[src/sv/lbc_pkg.sv]
package lbc_pkg;

    // Default width of the raw time fields that take part in scaling.
    localparam int LBC_TIME_WIDTH = 16;

    // Width of the time, count and command fields on the stream.
    localparam int FIELD_W = 16;
    localparam int CMD_W   = 2;

    localparam logic [CMD_W-1:0] CMD_TICK  = 2'd0;
    localparam logic [CMD_W-1:0] CMD_ON    = 2'd1;
    localparam logic [CMD_W-1:0] CMD_OFF   = 2'd2;
    localparam logic [CMD_W-1:0] CMD_BLINK = 2'd3;

    // Reciprocal of ten for a 16-bit dividend: (x * 52429) >> 19 == x / 10.
    localparam logic [FIELD_W-1:0] RECIP_TEN   = 16'd52429;
    localparam int                 RECIP_SHIFT = 19;

    // Remaining blinks: count plus one, so one bit more than the count field.
    localparam int BLINKS_W = FIELD_W + 1;

    typedef struct packed {
        logic [CMD_W-1:0]   cmd;
        logic [FIELD_W-1:0] on_time;
        logic [FIELD_W-1:0] off_time;
        logic [FIELD_W-1:0] blink_count;
    } t_item;

    typedef struct packed {
        logic blinking;
        logic led_level;
    } t_result;

endpackage

[src/sv/lbc_scale.sv]
module lbc_scale
    import lbc_pkg::*;
#(
    parameter int TIME_WIDTH = LBC_TIME_WIDTH,
    parameter int TW_EFF     = (TIME_WIDTH < FIELD_W) ? TIME_WIDTH : FIELD_W,
    parameter int RLD_W      = $clog2(((2 ** TW_EFF) - 1) / 10 + 2)
) (
    input  logic [FIELD_W-1:0] i_raw,
    output logic [RLD_W-1:0]   o_ticks
);

    localparam int QUO_W = 2 * FIELD_W - RECIP_SHIFT;

    logic [FIELD_W-1:0]   raw_masked;
    logic [2*FIELD_W-1:0] product;
    logic [QUO_W-1:0]     quotient;
    logic [QUO_W:0]       ticks_full;

    // Only the low TIME_WIDTH bits of a raw time count.
    assign raw_masked = i_raw & FIELD_W'((64'd1 << TW_EFF) - 64'd1);
    assign product    = raw_masked * RECIP_TEN;
    assign quotient   = product[2*FIELD_W-1:RECIP_SHIFT];
    assign ticks_full = {1'b0, quotient} + (QUO_W + 1)'(1);
    assign o_ticks    = ticks_full[RLD_W-1:0];

endmodule

[src/sv/lbc_core.sv]
module lbc_core
    import lbc_pkg::*;
#(
    parameter int TIME_WIDTH = LBC_TIME_WIDTH
) (
    input  logic    i_clk,
    input  logic    i_rst_n,
    input  logic    i_advance,
    input  t_item   i_item,
    output t_result o_result
);

    localparam int TW_EFF = (TIME_WIDTH < FIELD_W) ? TIME_WIDTH : FIELD_W;
    localparam int RLD_W  = $clog2(((2 ** TW_EFF) - 1) / 10 + 2);

    logic [RLD_W-1:0]    r_light_reload, n_light_reload;
    logic [RLD_W-1:0]    r_dark_reload,  n_dark_reload;
    logic [RLD_W-1:0]    r_countdown,    n_countdown;
    logic [BLINKS_W-1:0] r_blinks_left,  n_blinks_left;
    logic                r_lit_phase,    n_lit_phase;
    logic                r_led_drive,    n_led_drive;

    logic [FIELD_W-1:0] dark_raw;
    logic [RLD_W-1:0]   light_ticks;
    logic [RLD_W-1:0]   dark_ticks;
    logic [RLD_W-1:0]   cd_dec;

    // A dark time of zero takes the light time.
    assign dark_raw = (i_item.off_time == '0) ? i_item.on_time : i_item.off_time;

    lbc_scale #(
        .TIME_WIDTH (TIME_WIDTH)
    ) u_scale_light (
        .i_raw   (i_item.on_time),
        .o_ticks (light_ticks)
    );

    lbc_scale #(
        .TIME_WIDTH (TIME_WIDTH)
    ) u_scale_dark (
        .i_raw   (dark_raw),
        .o_ticks (dark_ticks)
    );

    // The countdown stops at one; the phase change happens there.
    assign cd_dec = (r_countdown > RLD_W'(1)) ? (r_countdown - RLD_W'(1)) : r_countdown;

    always_comb begin
        n_light_reload = r_light_reload;
        n_dark_reload  = r_dark_reload;
        n_countdown    = r_countdown;
        n_blinks_left  = r_blinks_left;
        n_lit_phase    = r_lit_phase;
        n_led_drive    = r_led_drive;
        unique case (i_item.cmd)
            CMD_TICK: begin
                if (r_countdown != '0) begin
                    n_countdown = cd_dec;
                    if (cd_dec <= RLD_W'(1) && r_light_reload != '0) begin
                        if (r_blinks_left == BLINKS_W'(1)) begin
                            n_led_drive   = 1'b0;
                            n_countdown   = '0;
                            n_blinks_left = '0;
                            n_lit_phase   = 1'b0;
                        end else if (r_lit_phase) begin
                            n_led_drive = 1'b0;
                            n_countdown = r_dark_reload;
                            n_lit_phase = 1'b0;
                        end else begin
                            // A light phase starting uses up one blink, unless the remaining count is zero.
                            n_led_drive = 1'b1;
                            n_countdown = r_light_reload;
                            n_lit_phase = 1'b1;
                            if (r_blinks_left > BLINKS_W'(1)) begin
                                n_blinks_left = r_blinks_left - BLINKS_W'(1);
                            end
                        end
                    end
                end
            end
            CMD_ON, CMD_OFF: begin
                n_led_drive    = (i_item.cmd == CMD_ON);
                n_light_reload = '0;
                n_dark_reload  = '0;
                n_countdown    = '0;
            end
            CMD_BLINK: begin
                // The phase bit is deliberately left as it stands.
                n_led_drive    = 1'b1;
                n_light_reload = light_ticks;
                n_dark_reload  = dark_ticks;
                n_countdown    = light_ticks;
                n_blinks_left  = (i_item.blink_count == '0) ? '0
                               : ({1'b0, i_item.blink_count} + BLINKS_W'(1));
            end
        endcase
    end

    always_ff @(posedge i_clk) begin
        if (!i_rst_n) begin
            r_light_reload <= '0;
            r_dark_reload  <= '0;
            r_countdown    <= '0;
            r_blinks_left  <= '0;
            r_lit_phase    <= 1'b0;
            r_led_drive    <= 1'b0;
        end else if (i_advance) begin
            r_light_reload <= n_light_reload;
            r_dark_reload  <= n_dark_reload;
            r_countdown    <= n_countdown;
            r_blinks_left  <= n_blinks_left;
            r_lit_phase    <= n_lit_phase;
            r_led_drive    <= n_led_drive;
        end
    end

    assign o_result.led_level = n_led_drive;
    assign o_result.blinking  = (n_countdown != '0);

    a_blinks_bound: assert property (@(posedge i_clk) disable iff (!i_rst_n)
        r_blinks_left <= BLINKS_W'(65536))
        else $error("remaining blink count out of range");

    a_running_has_reload: assert property (@(posedge i_clk) disable iff (!i_rst_n)
        (r_countdown != '0) |-> (r_light_reload != '0))
        else $error("countdown running without a light reload");

    a_blink_starts_lit: assert property (@(posedge i_clk) disable iff (!i_rst_n)
        (i_advance && i_item.cmd == CMD_BLINK) |=> (r_led_drive && r_countdown != '0))
        else $error("blink request did not light the LED");

    a_steady_stops: assert property (@(posedge i_clk) disable iff (!i_rst_n)
        (i_advance && (i_item.cmd == CMD_ON || i_item.cmd == CMD_OFF))
        |=> (r_countdown == '0 && r_light_reload == '0 && r_dark_reload == '0))
        else $error("steady request left the timer running");

endmodule

[src/sv/led_blink_controller.sv]
// Channel  Direction  Handshake              Payload
// s        in         i_s_tvalid/o_s_tready  tuser: cmd; tdata: on_time, off_time, blink_count
// m        out        o_m_tvalid/i_m_tready  tdata: led_level, blinking
//
// One request is taken per cycle while the output is not stalled: an input
// register, a single update of the blink timer state and a result register.
// Loading the input register is the acceptance; the request then passes
// through the timer update into the result register, which offers it.
// Synchronous active-low reset clears the timer state and the valid flags of
// both registers; the LED starts dark and idle.
// A stalled output holds its result while the input register keeps one more
// request; input ready drops only when both are full.
module led_blink_controller
    import lbc_pkg::*;
#(
    parameter int TIME_WIDTH = LBC_TIME_WIDTH
) (
    input  logic        i_clk,
    input  logic        i_rst_n,
    input  logic        i_s_tvalid,
    output logic        o_s_tready,
    input  logic [47:0] i_s_tdata,   // [15:0] on_time, [31:16] off_time, [47:32] blink_count
    input  logic [1:0]  i_s_tuser,   // [1:0] cmd
    output logic        o_m_tvalid,
    input  logic        i_m_tready,
    output logic [7:0]  o_m_tdata    // [0] led_level, [1] blinking, [7:2] zero
);

    logic    r_in_valid;
    t_item   r_in_item;
    logic    r_out_valid;
    t_result r_out_result;
    t_result core_result;
    logic    advance;
    logic    in_take;

    assign advance    = r_in_valid && (!r_out_valid || i_m_tready);
    assign o_s_tready = !r_in_valid || advance;
    assign in_take    = i_s_tvalid && o_s_tready;

    always_ff @(posedge i_clk) begin
        if (!i_rst_n) begin
            r_in_valid <= 1'b0;
        end else if (o_s_tready) begin
            r_in_valid <= i_s_tvalid;
        end
    end

    always_ff @(posedge i_clk) begin
        if (in_take) begin
            r_in_item.cmd         <= i_s_tuser;
            r_in_item.on_time     <= i_s_tdata[15:0];
            r_in_item.off_time    <= i_s_tdata[31:16];
            r_in_item.blink_count <= i_s_tdata[47:32];
        end
    end

    lbc_core #(
        .TIME_WIDTH (TIME_WIDTH)
    ) u_core (
        .i_clk     (i_clk),
        .i_rst_n   (i_rst_n),
        .i_advance (advance),
        .i_item    (r_in_item),
        .o_result  (core_result)
    );

    always_ff @(posedge i_clk) begin
        if (!i_rst_n) begin
            r_out_valid <= 1'b0;
        end else if (advance) begin
            r_out_valid <= 1'b1;
        end else if (i_m_tready) begin
            r_out_valid <= 1'b0;
        end
    end

    always_ff @(posedge i_clk) begin
        if (advance) begin
            r_out_result <= core_result;
        end
    end

    assign o_m_tvalid = r_out_valid;
    assign o_m_tdata  = {6'd0, r_out_result.blinking, r_out_result.led_level};

endmodule
[config.mk]
export PLATFORM = sky130hd
export DESIGN_NAME = led_blink_controller
export DESIGN_NICKNAME = d
export VERILOG_FILES = /design/src/sv/lbc_pkg.sv /design/src/sv/lbc_scale.sv /design/src/sv/lbc_core.sv /design/src/sv/led_blink_controller.sv
export SDC_FILE = /design/constraint.sdc
export NUM_CORES = 1
export LEC_CHECK = 0
export BUFFER_PORTS_ARGS = -buffer_cell sky130_fd_sc_hd__buf_2
export CAP_MARGIN = 10
export CORE_ASPECT_RATIO = 0.8
export CORE_MARGIN = 8
export CORE_UTILIZATION = 50
export CTS_CLUSTER_DIAMETER = 40
export DETAILED_ROUTE_END_ITERATION = 8
export GPL_TIMING_DRIVEN = 0
export HOLD_SLACK_MARGIN = 0.03
export PLACE_DENSITY_LB_ADDON = 0.05
export SETUP_SLACK_MARGIN = 0.2
export SYNTH_ARGS = -nofsm -noshare
export SYNTH_HDL_FRONTEND = slang
export SYNTH_SLANG_ARGS = --single-unit
[constraint.sdc]
create_clock -name i_clk -period 8.1 [get_ports i_clk]
set_input_delay 0.81 -clock i_clk [delete_from_list [all_inputs] [get_ports i_clk]]
set_output_delay 0.81 -clock i_clk [all_outputs]
set_load 0.01 [all_outputs]
# Yosys cells after proc, flatten, opt, wreduce, memory -nomap -nowiden
# Cells that the tools add are included.
dict set report totals {
  regBits 112
  input_bits 54
  output_inout_bits 10
}
dict set report classes {
  addsub 5
  mul 2
  n_lt_le_gt_ge 3
  n_eq_ne 8
  muxes 23
  n_reduce_logical 20
}
# op count
set op_table {}
lappend op_table {{two-way mux 17 bit} 6}
lappend op_table {{two-way mux 13 bit} 5}
lappend op_table {{multiplier 16 x 16 -> 32 bit (second input constant)} 2}
lappend op_table {{case mux 13 bit (2 select lines)} 2}
lappend op_table {{case mux 13 bit (3 select lines)} 1}
lappend op_table {{nonzero test 13 bit} 3}
lappend op_table {{case mux 17 bit (2 select lines)} 1}
lappend op_table {{logical NOT 16 bit} 2}
lappend op_table {{adder 13 x 1 -> 13 bit (second input constant)} 2}
lappend op_table {{adder 16 x 1 -> 17 bit (second input constant)} 1}
lappend op_table {{equality test 17 x 1 -> 1 bit (second input constant)} 1}
lappend op_table {{greater-than comparator 17 x 1 -> 1 bit (second input constant)} 1}
lappend op_table {{subtractor 17 x 1 -> 17 bit (second input constant)} 1}
lappend op_table {{two-way mux 16 bit} 1}
lappend op_table {{greater-than comparator 13 x 1 -> 1 bit (second input constant)} 1}
lappend op_table {{less-or-equal comparator 13 x 1 -> 1 bit (second input constant)} 1}
lappend op_table {{subtractor 13 x 1 -> 13 bit (second input constant)} 1}
lappend op_table {{two-way mux 1 bit} 6}
lappend op_table {{AND reduction 6 bit} 1}
lappend op_table {{nonzero test 2 bit} 3}
lappend op_table {{equality test 2 bit (second input constant)} 2}
lappend op_table {{inequality test 2 x 1 -> 1 bit (second input constant)} 2}
lappend op_table {{AND reduction 4 bit} 1}
lappend op_table {{logical AND 1 bit} 3}
lappend op_table {{9 further kinds} 11}

# Depth between registers and ports, before layout
dict set report depth {
  ltp_word 8
  ltp_mapped 31
  mapped_depth_nobuf 29
}

# Cells and area by module
# From an unflattened synthesis, not the netlist that was laid out.
dict set report hier_totals {
  cells_unflattened 1695
  area_unflattened_um2 15793.9
}
# module n_inst cells_each area_each_um2 seq_area_each_um2
set modules_own_cells {}
lappend modules_own_cells {{lbc_scale at u_core.u_scale_dark} 1 566 5099.9 0.0}
lappend modules_own_cells {{lbc_scale at u_core.u_scale_light} 1 508 4863.4 0.0}
lappend modules_own_cells {lbc_core 1 553 4116.4 1161.1}
lappend modules_own_cells {led_blink_controller 1 68 1714.1 1601.5}

# Least setup slack after synthesis
# OpenSTA, ideal clock, no wires.
dict set report synth_timing {
  path_type {flip-flop to flip-flop}
  start {register r_in_item[18] (netlist name)}
  end {register u_core.r_dark_reload[12]}
  setup_ns 0.116
  t_arrival_ns 6.846
  required_ns 7.984
  setup_slack_ns 1.137
  path_stages_with_launch 29
  n_path_buf 2
  path_cell_list {edfxtp_1 > nor4_1 > and4_1 > buf_6 > clkbuf_1 > a21o_1 > ha_1 > inv_1 > fa_1 > inv_1 > fa_1 > fa_1 > fa_1 > inv_1 > fa_1 > inv_1 > ha_1 > nand3_1 > nor4_1 > and2_1 > a31oi_1 > and3_1 > nor2_1 > ha_1 > nand4_1 > nor4_4 > nand2_1 > mux2i_1 > a41o_1}
}
dict set report synth_via {
  elab_chain_len 5
}
# item line_no
set synth_rtl {}
lappend synth_rtl {{from (decl)} led_blink_controller.sv:30} ;# t_item r_in_item;
lappend synth_rtl {{logical NOT 16 bit} lbc_core.sv:29} ;# assign dark_raw = (i_item.off_time == '0) ? i_item.on_time : i_item.off_time;
lappend synth_rtl {{two-way mux 16 bit *} lbc_core.sv:29}
lappend synth_rtl {{multiplier 16 x 16 -> 32 bit *} lbc_scale.sv:21} ;# assign product = raw_masked * RECIP_TEN;
lappend synth_rtl {{adder 13 x 1 -> 13 bit *} lbc_scale.sv:23} ;# assign ticks_full = {1'b0, quotient} + (QUO_W + 1)'(1);
lappend synth_rtl {{case mux 13 bit (2 select lines) *} lbc_core.sv:55} ;# unique case (i_item.cmd)
lappend synth_rtl {{to (signal assigned)} lbc_core.sv:109} ;# r_dark_reload <= n_dark_reload;
lappend synth_rtl {{to (decl)} lbc_core.sv:17} ;# logic [RLD_W-1:0] r_dark_reload, n_dark_reload;
# Mark *: on every way between the ends. The rest lies on a longest branch, timed or not.
# A chain may end at the register's enable or synchronous reset.

# Worst setup path in the final report
dict set report layout_timing {
  start {register r_in_item[20] (netlist name)}
  end {register u_core.r_dark_reload[12]}
}
# Same word-level chain as after synthesis.

==> impl_summary.log <==
INFO  metric run_status = complete, no violations
INFO  metric dp.cells = 2238
INFO  metric clk_path_buf_depth = 2
INFO  metric synthDistinctLibCells = 96
INFO  metric report.final.hold_viol_count = 0
INFO  metric setup.worst_path.start_class = register
INFO  metric drt_pre_antenna_iters = 5
INFO  metric dp_worst_setup_slack = -0.160 ns
INFO  metric design.final.nets = 2316
INFO  metric postSynthAreaPerCell = 9.10 µm²
INFO  metric fp.dieH = 176 µm
INFO  metric grt_overflow = 0
INFO  metric crit_required = 8.42 ns
INFO  metric synth_flop_cell = sky130_fd_sc_hd__dfxtp_1
INFO  metric synth_area_leader_cell = sky130_fd_sc_hd__ha_1
INFO  metric final_setup_slack_of_the_worst_path = 0.497 ns
INFO  metric num_io_pins = 64
INFO  metric drtIter0Drc = 881
INFO  metric io_buffers = 57
INFO  metric horizontal_extent_of_the_die = 216 µm
INFO  metric synth.top_cell.area_share = 20.9%
INFO  metric seq_area_frac_synth = 17.3%
INFO  metric worst-slew-pin-transition = 0.791 ns
INFO  metric synth_enable_flop_cells = 52
INFO  metric clk_pin_slew = 0.08 ns
INFO  metric type_of_the_worst_setup_path = reg2reg
INFO  metric worst_ep_arrival_time = 7.92 ns
INFO  metric gp_routability_congestion = 0.933
INFO  metric ant_nets = 0
INFO  metric floorplan.initialDensity = 50.8%
INFO  metric setup_viol_count_final = 0
INFO  metric ys_async_sr_fraction = 0%
INFO  metric core = 0.0314 mm²
INFO  metric final_period_util = 93.9%
INFO  metric worst_slew_margin_rel = 47.3%
INFO  metric min_path_type = reg2reg
INFO  metric synth_warnings = 0
INFO  metric antenna_violations_before_repair = 0
INFO  metric grt_setup_unrepaired = no
INFO  metric yosys-top-cells-area = sky130_fd_sc_hd__ha_1 21%, sky130_fd_sc_hd__fa_1 20%, sky130_fd_sc_hd__edfxtp_1 9.8%
INFO  metric synth.most_common_cell = sky130_fd_sc_hd__inv_1
INFO  metric drt_drc_violations_left = 0
INFO  metric post_synth_instance_area = 0.0160 mm²
INFO  metric avgViaCountPerCell = 5.58
INFO  metric placementRows = 58
INFO  metric drt_wl_total = 41300 µm
INFO  metric max-cap-violations = 0
INFO  metric final-max-slew-violation-count = 0
INFO  metric clock-root-buffer = sky130_fd_sc_hd__clkbuf_16
INFO  metric timing.critical_path.fanout_max = 10
INFO  metric antenna_cells = 0
INFO  metric clock_sink_count = 112
INFO  metric tritoncts = yes
INFO  metric num_vias = 12631
INFO  metric worst_skew_pair.late_latency = 0.37 ns
INFO  metric worstSetupEndpointType = register
INFO  metric grt_max_degree = 35
INFO  metric avgRoutedWirePerCell = 18.3 µm
INFO  metric dp.final_hpwl = 35200 µm
INFO  metric highest_cell_delay_on_the_worst_timing_path = 0.54 ns
INFO  metric grt_first_pass_wirelength = 67800 µm
INFO  metric grt_pass1_vias = 12848
INFO  metric critical_path_buf_inv_count = 7
INFO  metric slowest_stage = sky130_fd_sc_hd__fa_1
INFO  metric area_delta_synth_final = 8.57%
INFO  metric ctsHtreeMaxLevel = 3
INFO  metric finalCoreUtilization = 55.2%
INFO  metric drive_gt1_share = 10.4%
INFO  metric syn_inst = 1755
INFO  metric ff_latch_count_synth = 112
INFO  metric period_minus_slack = 7.60 ns
INFO  metric stdcell_count = 2262
INFO  metric fmax = 132 MHz
INFO  metric synthTopCellsByCount = 340 x sky130_fd_sc_hd__inv_1, 267 x sky130_fd_sc_hd__ha_1, 158 x sky130_fd_sc_hd__fa_1
INFO  metric fin_skew = 0.0181 ns
INFO  metric tritoncts.num_buffers = 9
INFO  metric timing.critical_path.max_delay_family = adder cells
INFO  metric die-area = 0.0379 mm²
INFO  metric grt_util_all_layers = 22.3%
-- worst reg2reg max path, delay by kind of cell, from the launching register on --
family | cells | cell delay, ns
adders and majority gates | 7 | 2.91
AOI/OAI and AO/OA | 9 | 1.95
and+or+nand+nor | 4 | 0.82
buffers and inverters | 7 | 0.70
DFF | 1 | 0.43
xor gates and xnor gates | 2 | 0.41
muxes | 1 | 0.31
-- placed cells by master, fill, tap and decap left out, types with 8 or more instances in the layout --
master	instances
sky130_fd_sc_hd__nand2_1	112
sky130_fd_sc_hd__nor4_1	15
sky130_fd_sc_hd__and2_1	8
sky130_fd_sc_hd__xnor2_1	31
sky130_fd_sc_hd__o21ai_0	45
sky130_fd_sc_hd__buf_2	64
sky130_fd_sc_hd__a211oi_1	14
sky130_fd_sc_hd__a22oi_1	15
sky130_fd_sc_hd__buf_4	15
sky130_fd_sc_hd__edfxtp_1	52
sky130_fd_sc_hd__xor2_1	40
sky130_fd_sc_hd__nand3_1	28
sky130_fd_sc_hd__clkbuf_1	20
sky130_fd_sc_hd__a211oi_2	9
sky130_fd_sc_hd__a21oi_2	10
sky130_fd_sc_hd__dfxtp_1	60
sky130_fd_sc_hd__a21o_1	23
sky130_fd_sc_hd__ha_1	263
sky130_fd_sc_hd__mux2_2	14
sky130_fd_sc_hd__nand2b_1	9
sky130_fd_sc_hd__a21oi_1	87
sky130_fd_sc_hd__and3_1	16
sky130_fd_sc_hd__nand4_1	17
sky130_fd_sc_hd__o211ai_1	13
sky130_fd_sc_hd__nor2_1	120
sky130_fd_sc_hd__o21ai_1	20
sky130_fd_sc_hd__clkbuf_16	9
sky130_fd_sc_hd__nor3_1	29
sky130_fd_sc_hd__fa_1	158
sky130_fd_sc_hd__inv_1	335
sky130_fd_sc_hd__o22ai_1	8
-- per-layer routing --
metal / global-route usage (%) / part of all wire (%)
met1: 32.4 / 50
met2: 34.6 / 43
met3: 2.78 / 5.0
met4: 5.50 / 1.8
met5: 0 / 0
-- state kept, by name, indices dropped and copies added (netlist names) --
name / count
o_m_tvalid: 1
u_core.r_lit_phase: 1
u_core.r_dark_reload: 13
u_core.r_light_reload: 13
r_in_item: 50
u_core.r_led_drive: 1
r_in_valid: 1
u_core.r_countdown: 13
u_core.r_blinks_left: 17
o_m_tdata: 2
-- path summary, 6_finish.rpt --
kind	from	to	slack [ns]	depth (start not counted)
max	r_in_item[20]	u_core.r_dark_reload[12]	0.50	30
min	u_core.r_dark_reload[1]	u_core.r_dark_reload[1]	0.47	2
max reg2reg	r_in_item[20]	u_core.r_dark_reload[12]	0.50	30
min reg2reg	u_core.r_dark_reload[1]	u_core.r_dark_reload[1]	0.47	2
-- what timing repair did --
action | 4_1_cts | 5_1_grt
endpoints found under the setup margin | 6 | 6
hold buffers | 0 | 0
pin swaps | 1 | 6
setup buffers | 2 | 5
gates resized for setup | 7 | 36
gates cloned | 0 | 1
-- layout make-up --
cell class / count / area [µm²]
Buffer: 39 / 219
Clock buffer: 9 / 225
Clock inverter: 7 / 96.3
Fill cell: 2908 / 14100
Inverter: 342 / 1280
Multi-Input combinational cell: 1267 / 11900
Sequential cell: 112 / 2760
Tap cell: 420 / 526
Timing Repair Buffer: 66 / 363
-- stage by stage --
stage	hold WS (ns)	setup TNS (ns)	area, µm²
5_1_grt	0.490	0	17300
2_1_floorplan	0.420	0	16000
6_report	0.469	0	17300
3_3_place_gp	0.445	-0.0483	16800
4_1_cts	0.464	0	17200
3_5_place_dp	0.452	-0.235	16800
-- kinds of logic (layout without fill, tap and decap cells) --
family,Yosys count,after routing,synth area share (%)
multiplexers,20,20,1.36
flip-flops,112,112,17.3
XOR/XNOR,74,74,4.15
adder cells (fa/ha/maj),425,425,40.7
buffers and inverters,381,463,9.32
other,1,6,0.0235
AND/OR/NAND/NOR,422,422,13.5
AO/OA/AOI/OAI,320,320,13.6
Power is not shown: default switching activity piles up to over one toggle a cycle in this logic, so the estimate is an artifact.
